$ cat src/rtl/core/tilerot_pkg.sv
// ----------------------------------------------------------------------------
// tilerot_pkg
// Shared types, constants and the byte swizzle function for the RGBA tile
// rotator.
// ----------------------------------------------------------------------------
package tilerot_pkg;

    // default tile side in pixels
    localparam int TILE_SIDE_DEFAULT = 4;

    // fixed field widths
    localparam int PIXEL_W   = 32;
    localparam int POS_W     = 2;
    localparam int CFG_IDX_W = 1;
    localparam int CFG_W     = 32;

    // register indexes on the configuration port
    localparam logic [CFG_IDX_W-1:0] CFG_ROTATION      = 1'b0;
    localparam logic [CFG_IDX_W-1:0] CFG_CHANNEL_ORDER = 1'b1;

    // identity byte order after reset
    localparam logic [CFG_W-1:0] CHANNEL_ORDER_RESET = 32'h0001_0203;

    // rotation codes
    typedef enum logic [1:0] {
        ROT_0   = 2'd0,
        ROT_90  = 2'd1,
        ROT_180 = 2'd2,
        ROT_270 = 2'd3
    } rot_t;

    // control states
    typedef enum logic [0:0] {
        ST_FILL  = 1'b0,
        ST_DRAIN = 1'b1
    } state_t;

    // permute the four bytes of a pixel; top selector byte feeds output byte 0,
    // only the low two bits of each selector count
    function automatic logic [PIXEL_W-1:0] swizzle(
        input logic [PIXEL_W-1:0] px,
        input logic [CFG_W-1:0]   order
    );
        logic [PIXEL_W-1:0] res;
        logic [1:0]         sel;
        res = '0;
        for (int k = 0; k < 4; k++) begin
            sel = order[(24 - 8 * k) +: 2];
            res[8 * k +: 8] = px[{sel, 3'b000} +: 8];
        end
        return res;
    endfunction

endpackage

$ cat src/rtl/core/rgba_tile_rotate_with_channel_swizzle.sv
// ----------------------------------------------------------------------------
// rgba_tile_rotate_with_channel_swizzle
// Collects one square RGBA32 tile, then streams it out rotated by 0, 90, 180
// or 270 degrees with each pixel's bytes permuted by the channel order.
// ----------------------------------------------------------------------------
// Source pixels are taken at one per cycle while s_ready is high, in row-major
// order into a single tile memory of TILE_SIDE*TILE_SIDE words. The
// transaction that completes the tile samples rotation and channel_order; the
// tile is then read back in destination row-major order, one memory read per
// cycle while the output is not stalled, and emitted at one pixel per cycle
// while m_ready stays high. The input is held off from the completing
// transaction until the last read of the tile has been issued, so no source
// pixel is taken while the tile's reads are being issued. The completing pixel
// of the next tile also waits until the previous tile's last pixel has left
// the output register.
module rgba_tile_rotate_with_channel_swizzle
    import tilerot_pkg::*;
#(
    parameter int TILE_SIDE = TILE_SIDE_DEFAULT
) (
    input  logic                 aclk,
    input  logic                 aresetn,

    // configuration write port
    input  logic                 cfg_wr_en,
    input  logic [CFG_IDX_W-1:0] cfg_wr_index,
    input  logic [CFG_W-1:0]     cfg_wr_data,

    // source pixel channel
    input  logic                 s_valid,
    output logic                 s_ready,
    input  logic [PIXEL_W-1:0]   s_src_pixel,

    // rotated pixel channel
    output logic                 m_valid,
    input  logic                 m_ready,
    output logic [PIXEL_W-1:0]   m_dst_pixel,
    output logic [POS_W-1:0]     m_out_row,
    output logic [POS_W-1:0]     m_out_col,
    output logic                 m_tile_last
);

    localparam int AREA   = TILE_SIDE * TILE_SIDE;
    localparam int IDX_W  = $clog2(AREA);
    localparam int SIDE_W = $clog2(TILE_SIDE);

    localparam logic [IDX_W-1:0]  IDX_LAST  = IDX_W'(AREA - 1);
    localparam logic [SIDE_W-1:0] SIDE_LAST = SIDE_W'(TILE_SIDE - 1);

    // configuration registers and per-tile snapshots
    rot_t               rotation_reg;
    logic [CFG_W-1:0]   channel_order_reg;
    rot_t               rot_snap_reg;
    logic [CFG_W-1:0]   order_snap_reg;

    // control
    state_t             state_reg;
    state_t             state_next;
    logic [IDX_W-1:0]   fill_count_reg;
    logic [SIDE_W-1:0]  rd_row_reg;
    logic [SIDE_W-1:0]  rd_col_reg;

    // read stage
    logic               rd_valid_reg;
    logic [PIXEL_W-1:0] rd_data_reg;
    logic [SIDE_W-1:0]  rd_row_tag_reg;
    logic [SIDE_W-1:0]  rd_col_tag_reg;
    logic               rd_last_reg;

    // output stage
    logic               m_valid_reg;
    logic [PIXEL_W-1:0] m_pixel_reg;
    logic [SIDE_W-1:0]  m_row_reg;
    logic [SIDE_W-1:0]  m_col_reg;
    logic               m_last_reg;

    // tile memory
    logic [PIXEL_W-1:0] tile_mem [AREA];

    logic               s_accept;
    logic               fill_last;
    logic               tile_done;
    logic               rd_en;
    logic               rd_adv;
    logic               rd_at_end;
    logic [SIDE_W-1:0]  src_row;
    logic [SIDE_W-1:0]  src_col;
    logic [IDX_W-1:0]   rd_addr;

    // configuration writes
    always_ff @(posedge aclk) begin
        if (!aresetn) begin
            rotation_reg      <= ROT_0;
            channel_order_reg <= CHANNEL_ORDER_RESET;
        end else if (cfg_wr_en) begin
            case (cfg_wr_index)
                CFG_ROTATION:      rotation_reg      <= rot_t'(cfg_wr_data[1:0]);
                CFG_CHANNEL_ORDER: channel_order_reg <= cfg_wr_data;
                default:           ;
            endcase
        end
    end

    // input handshake; the completing pixel waits for an empty read pipeline
    assign fill_last = (fill_count_reg == IDX_LAST);
    assign s_ready   = (state_reg == ST_FILL) && !(fill_last && (rd_valid_reg || m_valid_reg));
    assign s_accept  = s_valid && s_ready;
    assign tile_done = s_accept && fill_last;

    // read sequencing over the destination tile
    assign rd_adv    = rd_valid_reg && (!m_valid_reg || m_ready);
    assign rd_en     = (state_reg == ST_DRAIN) && (!rd_valid_reg || rd_adv);
    assign rd_at_end = (rd_row_reg == SIDE_LAST) && (rd_col_reg == SIDE_LAST);

    // source coordinate for the destination position
    always_comb begin
        case (rot_snap_reg)
            ROT_90: begin
                src_row = SIDE_LAST - rd_col_reg;
                src_col = rd_row_reg;
            end
            ROT_180: begin
                src_row = SIDE_LAST - rd_row_reg;
                src_col = SIDE_LAST - rd_col_reg;
            end
            ROT_270: begin
                src_row = rd_col_reg;
                src_col = SIDE_LAST - rd_row_reg;
            end
            default: begin
                src_row = rd_row_reg;
                src_col = rd_col_reg;
            end
        endcase
    end

    assign rd_addr = IDX_W'(src_row) * IDX_W'(TILE_SIDE) + IDX_W'(src_col);

    // next state
    always_comb begin
        state_next = state_reg;
        case (state_reg)
            ST_FILL:  if (tile_done) state_next = ST_DRAIN;
            ST_DRAIN: if (rd_en && rd_at_end) state_next = ST_FILL;
            default:  state_next = ST_FILL;
        endcase
    end

    // control registers
    always_ff @(posedge aclk) begin
        if (!aresetn) begin
            state_reg      <= ST_FILL;
            fill_count_reg <= '0;
            rd_row_reg     <= '0;
            rd_col_reg     <= '0;
            rot_snap_reg   <= ROT_0;
            order_snap_reg <= CHANNEL_ORDER_RESET;
        end else begin
            state_reg <= state_next;
            if (s_accept) begin
                fill_count_reg <= fill_last ? '0 : fill_count_reg + 1'b1;
            end
            if (tile_done) begin
                rot_snap_reg   <= rotation_reg;
                order_snap_reg <= channel_order_reg;
            end
            if (rd_en) begin
                if (rd_col_reg == SIDE_LAST) begin
                    rd_col_reg <= '0;
                    rd_row_reg <= (rd_row_reg == SIDE_LAST) ? '0 : rd_row_reg + 1'b1;
                end else begin
                    rd_col_reg <= rd_col_reg + 1'b1;
                end
            end
        end
    end

    // memory write port
    always_ff @(posedge aclk) begin
        if (s_accept) begin
            tile_mem[fill_count_reg] <= s_src_pixel;
        end
    end

    // memory read port, data held while the read stage is stalled
    always_ff @(posedge aclk) begin
        if (rd_en) begin
            rd_data_reg <= tile_mem[rd_addr];
        end
    end

    // read stage tags
    always_ff @(posedge aclk) begin
        if (!aresetn) begin
            rd_valid_reg <= 1'b0;
        end else if (rd_en) begin
            rd_valid_reg <= 1'b1;
        end else if (rd_adv) begin
            rd_valid_reg <= 1'b0;
        end
    end

    always_ff @(posedge aclk) begin
        if (rd_en) begin
            rd_row_tag_reg <= rd_row_reg;
            rd_col_tag_reg <= rd_col_reg;
            rd_last_reg    <= rd_at_end;
        end
    end

    // output register with byte swizzle
    always_ff @(posedge aclk) begin
        if (!aresetn) begin
            m_valid_reg <= 1'b0;
        end else if (rd_adv) begin
            m_valid_reg <= 1'b1;
        end else if (m_ready) begin
            m_valid_reg <= 1'b0;
        end
    end

    always_ff @(posedge aclk) begin
        if (rd_adv) begin
            m_pixel_reg <= swizzle(rd_data_reg, order_snap_reg);
            m_row_reg   <= rd_row_tag_reg;
            m_col_reg   <= rd_col_tag_reg;
            m_last_reg  <= rd_last_reg;
        end
    end

    assign m_valid     = m_valid_reg;
    assign m_dst_pixel = m_pixel_reg;
    assign m_out_row   = POS_W'(m_row_reg);
    assign m_out_col   = POS_W'(m_col_reg);
    assign m_tile_last = m_last_reg;

    // no source pixel is written while the tile is being read out
    a_no_fill_in_drain: assert property (@(posedge aclk) disable iff (!aresetn)
        (state_reg == ST_DRAIN) |-> !s_accept)
        else $error("source pixel accepted during tile readout");

    // a tile only completes once the previous one has fully left
    a_done_pipe_empty: assert property (@(posedge aclk) disable iff (!aresetn)
        tile_done |-> (!rd_valid_reg && !m_valid_reg))
        else $error("tile completed with readout still in flight");

    // a stalled read stage keeps its data and its valid
    a_rd_hold: assert property (@(posedge aclk) disable iff (!aresetn)
        (rd_valid_reg && m_valid_reg && !m_ready) |=>
            (rd_valid_reg && $stable(rd_data_reg) && $stable(rd_last_reg)))
        else $error("read stage lost data under output stall");

    // the last pixel of a tile sits at the bottom right corner
    a_last_corner: assert property (@(posedge aclk) disable iff (!aresetn)
        (m_valid_reg && m_last_reg) |-> (m_row_reg == SIDE_LAST && m_col_reg == SIDE_LAST))
        else $error("tile_last flagged away from the final position");

    // the readout ends in the same cycle as its last read
    a_drain_end: assert property (@(posedge aclk) disable iff (!aresetn)
        (rd_en && rd_at_end) |=> (state_reg == ST_FILL && rd_valid_reg && rd_last_reg))
        else $error("readout did not finish on its last read");

endmodule
$ cat config.mk
export PLATFORM = sky130hd
export DESIGN_NAME = rgba_tile_rotate_with_channel_swizzle
export DESIGN_NICKNAME = d
export VERILOG_FILES = /design/src/rtl/core/tilerot_pkg.sv /design/src/rtl/core/rgba_tile_rotate_with_channel_swizzle.sv
export SDC_FILE = /design/constraint.sdc
export NUM_CORES = 1
export LEC_CHECK = 0
export BUFFER_PORTS_ARGS = -buffer_cell sky130_fd_sc_hd__buf_2
export CAP_MARGIN = 25
export CORE_MARGIN = 2
export CORE_UTILIZATION = 25
export CTS_CLUSTER_SIZE = 12
export DETAILED_ROUTE_END_ITERATION = 7
export GPL_TIMING_DRIVEN = 0
export SETUP_SLACK_MARGIN = 0.5
export SYNTH_ARGS = -nofsm -noshare
export SYNTH_HDL_FRONTEND = slang
export SYNTH_SLANG_ARGS = --single-unit
$ cat constraint.sdc
create_clock -name aclk -period 4.65 [get_ports aclk]
set_clock_uncertainty 0.15 [all_clocks]
set_input_delay 0 -clock aclk [delete_from_list [all_inputs] [get_ports aclk]]
set_output_delay 0 -clock aclk [all_outputs]
set_load 0.02 [all_outputs]
Word-level counts from Yosys, hierarchy flattened
Memories as Yosys holds them, arrays and structs flattened. A register that Yosys moved wholly into a read port is not among the register bits.
Index checks and enable logic that the tools add are counted.

operators by class
  mux-type cells = 14
  add/sub/neg operators = 6
  equality and inequality tests = 6
  shift operators = 4
  reductions and logical operators = 19
  bitwise logic cells = 2

operators by type and width
  operator                                                                count
  32-bit by 6-bit variable part select with 8-bit output                  4
  2-bit case mux with 3 select lines                                      2
  2-bit equality test (second input constant)                             4
  1-bit logical AND                                                       8
  1-bit two-way mux                                                       8
  2-bit AND reduction                                                     3
  2-bit by 1-bit adder with 2-bit output (second input constant)          2
  4-bit by 1-bit adder with 4-bit output (second input constant)          1
  4-bit by 2-bit adder with 4-bit output                                  1
  4-bit equality test (second input constant)                             1
  2-bit two-way mux                                                       2
  4-bit two-way mux                                                       1
  2-bit nonzero test                                                      2
  2-bit subtractor (first input constant)                                 2
  1-bit zero test                                                         3
  1-bit logical OR                                                        3
  2-bit by 1-bit equality test with 1-bit output (second input constant)  1
  1-bit NOT                                                               2
  1-bit case mux with 2 select lines                                      1

word-level totals
  register bits after elaboration = 109
  output and inout bits = 39
  bits in writable memories = 512
  input port bits = 70
  word-level logic and storage cells = 69
  memories kept = 1

memories
  memory    depth  bits a word  rd ports  clocked after Yosys merged registers in  write ports  line                                         source
  tile_mem  16     32           1         1                                        1            rgba_tile_rotate_with_channel_swizzle.sv:78  logic [PIXEL_W-1:0] tile_mem [AREA];

Depth between registers and ports, before layout
Gate-level depths: netlist (run 1).

  depth in word-level cells = 8
  gate-level depth with buffers = 8
  mapped depth without buffers = 6

Worst setup path after synthesis (run 1)
No wires, ideal clock.

  kind = register to register
  start = register m_valid_reg, in the netlist m_valid
  end = register m_pixel_reg[0], in the netlist m_dst_pixel[0] (enable)
  path slack = 1834 ps
  stages on the path, launching flop included = 3
  period minus slack after synthesis = 2816 ps
  required time = 4064 ps
  arrival time = 2230 ps
  path buffers = 0
  library setup time = 436 ps
  cells stage by stage = dfxtp_1 -> nor2b_1 -> nor2b_1

on the way
  word-level cells in the longest chain between the ends = 3

RTL lines
  item                    line                                          source
  from (decl)             rgba_tile_rotate_with_channel_swizzle.sv:71   logic m_valid_reg;
  from (signal assigned)  rgba_tile_rotate_with_channel_swizzle.sv:214  m_valid_reg <= 1'b0;
  from (signal assigned)  rgba_tile_rotate_with_channel_swizzle.sv:216  m_valid_reg <= 1'b1;
  from (signal assigned)  rgba_tile_rotate_with_channel_swizzle.sv:218  m_valid_reg <= 1'b0;
  1-bit zero test         rgba_tile_rotate_with_channel_swizzle.sv:111  assign rd_adv = rd_valid_reg && (!m_valid_reg || m_ready);
  1-bit logical OR        rgba_tile_rotate_with_channel_swizzle.sv:111
  1-bit logical AND       rgba_tile_rotate_with_channel_swizzle.sv:111
  named net rd_adv        rgba_tile_rotate_with_channel_swizzle.sv:84   logic rd_adv;
  to (signal assigned)    rgba_tile_rotate_with_channel_swizzle.sv:224  m_pixel_reg <= swizzle(rd_data_reg, order_snap_reg);
  to (decl)               rgba_tile_rotate_with_channel_swizzle.sv:72   logic [PIXEL_W-1:0] m_pixel_reg;

The timed path passes the listed nets, and every way through them passes these cells.
A chain may end at the register's enable or synchronous reset.

Final worst setup path (run 1)
  start = register rd_row_reg[1]
  end = register rd_data_reg[8], read port of tile_mem (data pin)

on the way
  word-level cells in the longest chain between the ends = 3
  elaborated cells between the ends (all ways) = 4
  classes of those cells = 2 x add/sub; 2 x mux

RTL lines
  item                                        line                                                                                        source
  from (decl)                                 rgba_tile_rotate_with_channel_swizzle.sv:60                                                 logic [SIDE_W-1:0] rd_row_reg;
  from (signal assigned)                      rgba_tile_rotate_with_channel_swizzle.sv:170                                                rd_row_reg <= (rd_row_reg == SIDE_LAST) ? '0 : rd_row_reg + 1'b1;
  2-bit subtractor                            rgba_tile_rotate_with_channel_swizzle.sv:123, rgba_tile_rotate_with_channel_swizzle.sv:128
  2-bit case mux with 3 select lines          rgba_tile_rotate_with_channel_swizzle.sv:117                                                case (rot_snap_reg)
  4-bit by 2-bit adder with 4-bit output (*)  rgba_tile_rotate_with_channel_swizzle.sv:137                                                assign rd_addr = IDX_W'(src_row) * IDX_W'(TILE_SIDE) + IDX_W'(src_col);
  to (decl)                                   rgba_tile_rotate_with_channel_swizzle.sv:65                                                 logic [PIXEL_W-1:0] rd_data_reg;

Every way passes the cells marked *; elsewhere a longest branch is shown, timed or not.

==> results of run 1 <==
logic make-up (layout without fill, tap and decap cells):
family	Yosys count	after routing	synth area share, %
DFF	617	617	76.1
muxes	305	305	14.4
AOI/OAI and AO/OA	162	162	4.32
and+or+nand+nor	124	124	3.09
buffers and inverters	78	355	1.61
adders and majority gates	6	6	0.314
xor gates and xnor gates	3	3	0.110
other	0	1	0
metal layers:
layer	part of all wire, %	global-route usage (%)	vias to the layer above
met5	0.016	0	-
met4	2.8	4.45	2
met3	7.3	3.07	107
met2	47	20.1	455
met1	43	15.7	6502
li1	-	-	5732
power groups by stage:
stage	logic [mW]	registers, mW	clock network [mW]
floorplan	0.0820	6.27	0
global placement	0.213	6.27	0
detailed placement	0.236	6.27	0
CTS	0.282	6.16	4.86
global route	0.307	6.16	5.07
finish	0.282	6.16	4.78
through the flow:
stage	power (mW)	std cells	hold WS, ns	area, um^2
floorplan	6.35	1295	-0.0511	23900
global placement	6.49	2644	0.0760	25900
detailed placement	6.51	2660	0.0809	26300
CTS	11.3	2837	0.0767	28900
global route	11.5	2838	0.119	28900
finish	11.2	2838	0.108	28900
final cells by class:
cell class | instances | area, um^2 | share of cell area, %
well taps | 1265 | 1580 | 5.48
diodes | 1 | 2.50 | 0.00866
multi-input cells | 600 | 5360 | 18.5
clock buffers | 92 | 1800 | 6.24
flip-flops and latches | 617 | 18200 | 63.1
clock inverters | 22 | 148 | 0.511
inverters | 3 | 11.3 | 0.0390
plain buffers | 75 | 375 | 1.30
repair buffers | 163 | 1390 | 4.80
cells in the mapped netlist:
master / instances / area share, %
nand4_1: 2 / 0.052
or3_1: 1 / 0.026
or2_2: 2 / 0.052
xnor2_1: 3 / 0.11
nand2b_1: 6 / 0.16
nor2_1: 3 / 0.047
nand2_1: 31 / 0.49
nor2b_1: 17 / 0.44
dfxtp_1: 31 / 2.6
o21ai_0: 1 / 0.021
o21ai_1: 7 / 0.15
and2_1: 15 / 0.39
a21oi_1: 1 / 0.021
clkbuf_1: 37 / 0.58
o21a_1: 2 / 0.063
o221ai_1: 8 / 0.29
o22ai_1: 136 / 3.6
buf_2: 23 / 0.48
edfxtp_1: 586 / 74
and4b_1: 1 / 0.042
a21boi_0: 6 / 0.19
buf_4: 9 / 0.28
or2_1: 1 / 0.026
and4_1: 3 / 0.11
inv_1: 3 / 0.047
buf_6: 4 / 0.19
ha_1: 6 / 0.31
or4_1: 32 / 1.0
mux2i_1: 273 / 11
and3b_1: 1 / 0.037
mux4_2: 32 / 3.0
and3_1: 2 / 0.052
nand3_1: 5 / 0.10
nor4b_1: 1 / 0.037
buf_1: 2 / 0.031
o2111ai_1: 1 / 0.037
nor3_1: 1 / 0.021
what timing repair did:
action | CTS | global route
hold endpoints to repair | 557 | 0
endpoints found under the setup margin | 0 | 0
hold buffers | 63 | 0
worst min-delay path, stage by stage:
cell and delay, ns:
dlygate4sd3_1 0.52, buf_2 0.12, mux2i_1 0.08, nor2b_1 0.10
placed cells by master, fill, tap and decap left out, types with 4 or more instances in the layout:
cell	n
edfxtp_1	586
mux2i_1	273
o22ai_1	136
buf_2	107
clkbuf_16	68
dlygate4sd3_1	63
clkbuf_1	59
mux4_2	32
or4_1	32
nand2_1	31
dfxtp_1	31
nor2b_1	16
buf_12	14
and2_2	11
buf_4	9
o221ai_1	8
o21ai_1	8
clkinv_1	8
clkinv_2	7
nand2b_1	6
a21boi_0	6
ha_1	6
nand3_1	5
buf_6	4
and2_1	4
worst paths after layout:
| kind | startpoint | end | slack [ns] |
|---|---|---|---|
| setup / recovery | rd_row_reg[1] | rd_data_reg[8] | 0.99 |
| setup reg to reg | rd_row_reg[1] | rd_data_reg[8] | 0.99 |
| hold reg to reg | rd_row_tag_reg[1] | m_out_row[1] | 0.27 |
| hold / removal | cfg_wr_data[1] | rotation_reg[1] | 0.11 |
==> results.yml, run 1 <==
drt:
  vias: 12800
  drt_iter0_drc: 1181
  dr.pass1.iters: 5
  routed_wl_mm: 61.1
  drc_errors: 0
  final_antenna_net_count: 0
  via_per_inst: 4.51
  wl_per_cell_um: 21.5
finish:
  largest_register_ff_count: 512
  finalNetCount: 1603
  syn_to_final_growth_pct: 20.7
  final_util_pct: 30.4
  drive_gt1_share_pct: 17.2
  fillers: 9139
setup_path:
  critPathMaxStageDelay_ns: 0.78
  arrival_ns: 3.75
  cp_cell_sequence: "or2_2, buf_2, o22ai_1, o21ai_1, clkbuf_1, o22ai_1, or4_1"
  cp_max_fo: 10
  r2r.worst_path.cells: 7
  cp_num_buf_inv: 2
  crit_top_cell: "o22ai_1"
  cp.depth: 7
  startpoint_type: "register"
  critical_path_class: "register to register"
  worstPathRequired_ns: 4.74
  end_kind: "register"
  crit_slowest_cell: "or4_1"
  crit_family: "simple AND/OR/NAND/NOR gates"
logic_synthesis:
  synth_cell_types: 37
  seq_area_frac_synth_pct: 76.1
  synth_nets: 1371
  synth_cells: 1295
  synth-seq-cells: 617
  syn_area_per_cell_um2: 18.5
  synth-warning-count: 0
  syn_area_um2: 23900
grt:
  grt_use_total_pct: 12.3
  grt_max_degree: 40
  grt_pass1_wl_mm: 88.3
  antenna_found_initial: 7
  grt_pass1_vias: 13100
  grt_overflow: 0
die:
  ios: 109
  start_util_pct: 25.2
  die_w_um: 313
  core_um2: 94900
  num_rows: 113
  die-area_um2: 98200
  dieHeight_um: 313
timing:
  slew_viol_final: 0
  hold_viol: 0
  fmax_mhz: 273
  grt_setup_unrepaired: "no"
  finalSetupTns_ns: 0
  worst_slack_ns: 0.989
  finalCritPeriodShare_pct: 78.7
  post-route-min-period_ns: 3.66
  tightestPinTransition_ns: 1.01
  relSlewSlack_pct: 32.5
  setup_viol: 0
pwr:
  vdd_drop_max_mv: 0.234
  power.internal_mw: 8.96
  power.density_nw_per_um2: 388
  p_switching_mw: 2.26
  p_comb_share_pct: 2.5
  cellLeakagePower_nw: 8.82
  p_sw_share_pct: 20.2
  clock_power_share_pct: 42.6
  p_seq_share_pct: 54.9
cts:
  cts_tree: "done"
  clock_sinks: 617
  cts.htree.levels: 3
  cts_buffer_depth: 3
  root_buffer: "clkbuf_16"
  clk_latency_ns: 0.61
  cts_buffers: 67
  clk_pin_slew_ns: 0.06
  post_cts_buffers: 0
  post_cts_resized: 0
min_path:
  hold_path.class: "primary input to register"
  hold_depth: 4
run_status:
  outcome: "finished, final reports clean"
place:
  port_buffers: 84
  routabilityCongestion: 0.786
  dp_slack_ns: 1.04
  dpl.hpwl_mm: 40.2
job:
  drv_cap: 0
No activity file was read; power rests on OpenSTA's default activity.
==> inputs of run 2 (changes only) <==
clock period = 3.1 ns   (was 4.65 ns; I/O delays follow)
==> results.yml, run 2 (synthesis results as in run 1) <==
die:
  start_util_pct: 25.2
  core_um2: 94900
  die_w_um: 313
  num_rows: 113
  dieHeight_um: 313
  ios: 109
  die-area_um2: 98200
drt:
  final_antenna_net_count: 0
  vias: 13100
  via_per_inst: 4.58
  drt_iter0_drc: 1203
  drc_errors: 0
  dr.pass1.iters: 5
  wl_per_cell_um: 21.8
  routed_wl_mm: 62.3
setup_path:
  crit_top_cell: "buf_12"
  arrival_ns: 2.90
  critical_path_class: "register to register"
  startpoint_type: "register"
  end_kind: "register"
  cp_cell_sequence: "buf_6, mux2i_4, xnor2_4, buf_12, buf_16, buf_12, mux2i_1, o22ai_1, or4_4"
  crit_slowest_cell: "or4_4"
  worstPathRequired_ns: 3.25
  cp_max_fo: 10
  critPathMaxStageDelay_ns: 0.60
cts:
  cts_buffers: 66
  clock_sinks: 617
  root_buffer: "clkbuf_16"
  clk_latency_ns: 0.59
  cts_tree: "done"
  cts.htree.levels: 3
  clk_pin_slew_ns: 0.06
  cts_buffer_depth: 3
finish:
  layout_common_cells: "edfxtp_1, mux2i_1, o22ai_1, buf_2, clkbuf_16"
  num_antenna_cells: 0
  regArea_um2: 18200
  finalNetCount: 1634
  multi_input_area_um2: 5590
  syn_to_final_growth_pct: 26.3
  final_common_cell: "edfxtp_1"
  drive_gt1_share_pct: 23.3
  fillers: 8967
  largest_register_ff_count: 512
place:
  port_buffers: 84
  routabilityCongestion: 0.776
  dp_slack_ns: -0.592
  dpl.hpwl_mm: 39.2
grt:
  grt_use_total_pct: 12.3
  grt_overflow: 0
  grt_pass1_wl_mm: 88.4
  grt_max_degree: 40
  antenna_found_initial: 4
  grt_pass1_vias: 13100
timing:
  relSlewSlack_pct: 38.5
  hold_viol: 0
  worst_slack_ns: 0.348
  tightestPinTransition_ns: 0.922
  post-route-min-period_ns: 2.75
  setup_viol: 0
  finalCritPeriodShare_pct: 88.8
  slew_viol_final: 0
  fmax_mhz: 363
  grt_setup_unrepaired: "yes"
pwr:
  vdd_drop_max_mv: 0.341
  design_power_total_mw: 17.0
  power.density_nw_per_um2: 564
  cellLeakagePower_nw: 9.31
job:
  drv_cap: 0
min_path:
  hold_path.class: "primary input to register"
run_status:
  outcome: "finished, final reports clean"
## run 2: cell count changes in the layout (fill, tap and decap cells not counted), sizes merged
cell         change
buf             +28
inv              -2
clkbuf           +1
dlygate4sd3      -1
clkinv           -4
clkinvlp         +2
diode            -1
bufinv           +3
## run 2: final cells by class
type | count | area share (%)
repair buffers | 194 | 6.37
inverters | 3 | 0.0497
clock inverters | 20 | 0.563
repair inverters | 1 | 0.0248
well taps | 1265 | 5.24
clock buffers | 89 | 6.03
flip-flops and latches | 617 | 60.3
plain buffers | 75 | 2.95
multi-input cells | 600 | 18.5
## run 2: critical path, delay by kind of cell, from the launching register on
kind | cells | cell delay (ns)
xor gates and xnor gates | 1 | 0.15
AOI/OAI and AO/OA | 1 | 0.10
buffers and inverters | 4 | 0.63
muxes | 2 | 0.46
DFF | 1 | 0.33
and+or+nand+nor | 1 | 0.60
## run 2: per-layer routing
metal	up-vias	part of all wire, %	global-route usage (%)
met5	-	0.016	0
li1	5804	-	-
met1	6695	42	16.1
met2	497	48	20.4
met3	110	6.9	2.18
met4	2	2.6	4.55
## run 2: metrics by stage
stage	TNS, ns	utilization (%)	area [um^2]	std cells	hold WS [ns]
final	0	31.9	30200	2864	0.119
after global routing	0	31.9	30200	2864	0.144
after CTS	0	31.6	30000	2854	0.0828
after detailed placement	-27.23	27.7	26300	2659	0.0891
after global placement	-146.13	27.3	25900	2644	0.0760
after floorplan	0	-	23900	1295	-0.0511
## run 2: final timing paths
check | to | from | depth (start not counted) | slack [ns]
max | rd_data_reg[19] | rot_snap_reg[0] | 9 | 0.35
min | rotation_reg[1] | cfg_wr_data[1] | 4 | 0.12
max reg2reg | rd_data_reg[19] | rot_snap_reg[0] | 9 | 0.35
min reg2reg | m_tile_last | rd_last_reg | 0 | 0.27
## run 2: power breakdown
group | switching [mW] | internal (mW)
logic | 0.282 | 0.174
clock network | 3.02 | 4.34
registers | 0.0258 | 9.21
## run 2: what timing repair did
item                                    CTS  global route
gates cloned                              8             5
hold endpoints to repair                571             0
hold buffers                             62             0
resized for setup                       208            19
endpoints found under the setup margin   85           185
buffers inserted                         16             4
pin swaps                                18             9
==> inputs of run 3 (changes only) <==
ABC_CLOCK_PERIOD_IN_PS = 3100   (was not set)
RECOVER_POWER = 25   (was not set)
==> results.yml, run 3 (synthesis results as in run 1) <==
setup_path:
  cp_num_buf_inv: 5
  cp_cell_sequence: "buf_6, mux2i_4, xnor2_4, buf_12, buf_12, buf_16, buf_12, mux2i_2, o22ai_1, or4_4"
  worstPathRequired_ns: 3.26
  startpoint_type: "register"
  critPathMaxStageDelay_ns: 0.58
  crit_family: "buffers and inverters"
  critical_path_class: "register to register"
  cp_max_fo: 10
  arrival_ns: 2.91
  crit_slowest_cell: "or4_4"
  r2r_setup_slack_ns: 0.35
  end_kind: "register"
  crit_top_cell: "buf_12"
grt:
  grt_max_degree: 40
  grt_use_total_pct: 12.3
  antenna_found_initial: 4
  grt_pass1_vias: 13100
  grt_overflow: 0
  grt_pass1_wl_mm: 88.4
timing:
  post-route-min-period_ns: 2.75
  fmax_mhz: 363
  grt_setup_unrepaired: "yes"
  finalCritPeriodShare_pct: 88.8
  setup_viol: 0
  hold_viol: 0
  tightestPinTransition_ns: 0.922
  relSlewSlack_pct: 38.5
  slew_viol_final: 0
  finalSetupTns_ns: 0
die:
  die_w_um: 313
  core_um2: 94900
  num_rows: 113
  ios: 109
  die-area_um2: 98200
  dieHeight_um: 313
  start_util_pct: 25.2
cts:
  clock_sinks: 617
  cts_tree: "done"
  cts.htree.levels: 3
  cts_buffer_depth: 3
  clk_pin_slew_ns: 0.06
  root_buffer: "clkbuf_16"
  cts_buffers: 66
  clk_latency_ns: 0.59
place:
  placed_cells: 2659
  port_buffers: 84
  routabilityCongestion: 0.776
  dpl.hpwl_mm: 39.2
min_path:
  hold_path.class: "primary input to register"
finish:
  syn_to_final_growth_pct: 26.2
  largest_register_ff_count: 512
  drive_gt1_share_pct: 21.8
  finalNetCount: 1634
  instances_no_fill: 2864
  layout_common_cells: "edfxtp_1, mux2i_1, o22ai_1, clkbuf_16, buf_2"
  num_antenna_cells: 0
  final_common_cell: "edfxtp_1"
drt:
  vias: 13100
  via_per_inst: 4.59
  drc_errors: 0
  dr.pass1.iters: 5
  final_antenna_net_count: 0
  drt_iter0_drc: 1194
  wl_per_cell_um: 21.8
  routed_wl_mm: 62.4
pwr:
  vdd_drop_max_mv: 0.341
  power.density_nw_per_um2: 565
  cellLeakagePower_nw: 9.25
job:
  drv_cap: 0
run_status:
  outcome: "finished, final reports clean"
[run 3: path summary, 6_finish.rpt]
kind | from | end | depth (start not counted)
max | rot_snap_reg[0] | rd_data_reg[24] | 10
min | cfg_wr_data[1] | rotation_reg[1] | 4
max reg2reg | rot_snap_reg[0] | rd_data_reg[24] | 10
min reg2reg | rd_last_reg | m_tile_last | 0
[run 3: routing by layer]
metal  GRT usage, %  wire (um)  up-vias
met5              0         10        -
met4           4.55       1720        2
met3           2.18       4250      115
met2           20.4      30000      499
met1           16.1      26400     6723
li1               -          -     5793
[run 3: repair_timing]
item	CTS	global route
hold endpoints to repair	571	0
cloned	8	5
gates resized for setup	208	19
pin swaps	18	9
hold buffers	62	0
buffers inserted	16	4
setup endpoints to repair	85	185
[run 3: final cells by class]
cell class,instances,area [um^2]
fillers,8979,64700
flip-flops and latches,617,18200
multi-input cells,600,5590
repair buffers,194,1900
clock buffers,89,1820
well taps,1265,1580
plain buffers,75,892
clock inverters,20,170
inverters,3,15.0
repair inverters,1,7.51
[run 3: through the flow]
step           setup WS [ns]  hold WS, ns  utilization [%]  instance area, um^2  total power [mW]
4_1_cts                0.375       0.0828             31.6                30000              17.2
3_5_place_dp          -0.592       0.0891             27.7                26300              9.76
2_1_floorplan          0.529      -0.0511                -                23900              9.53
6_report               0.348        0.119             31.8                30200              17.0
3_3_place_gp          -0.845       0.0760             27.3                25900              9.73
5_1_grt                0.287        0.144             31.8                30200              17.5
[run 3: power by group]
group	internal [mW]	leakage [nW]	switching, mW	total, mW
clock	4.34	0.964	3.02	7.36
sequential	9.21	5.55	0.0258	9.24
combinational	0.170	2.73	0.283	0.452
[run 3: worst reg2reg max path, delay by kind of cell, from the launching register on]
| family | cells | cell delay [ns] |
|---|---|---|
| AO/OA/AOI/OAI | 1 | 0.10 |
| XOR/XNOR | 1 | 0.15 |
| buffers and inverters | 5 | 0.68 |
| flip-flops | 1 | 0.33 |
| multiplexers | 2 | 0.49 |
| AND/OR/NAND/NOR | 1 | 0.58 |
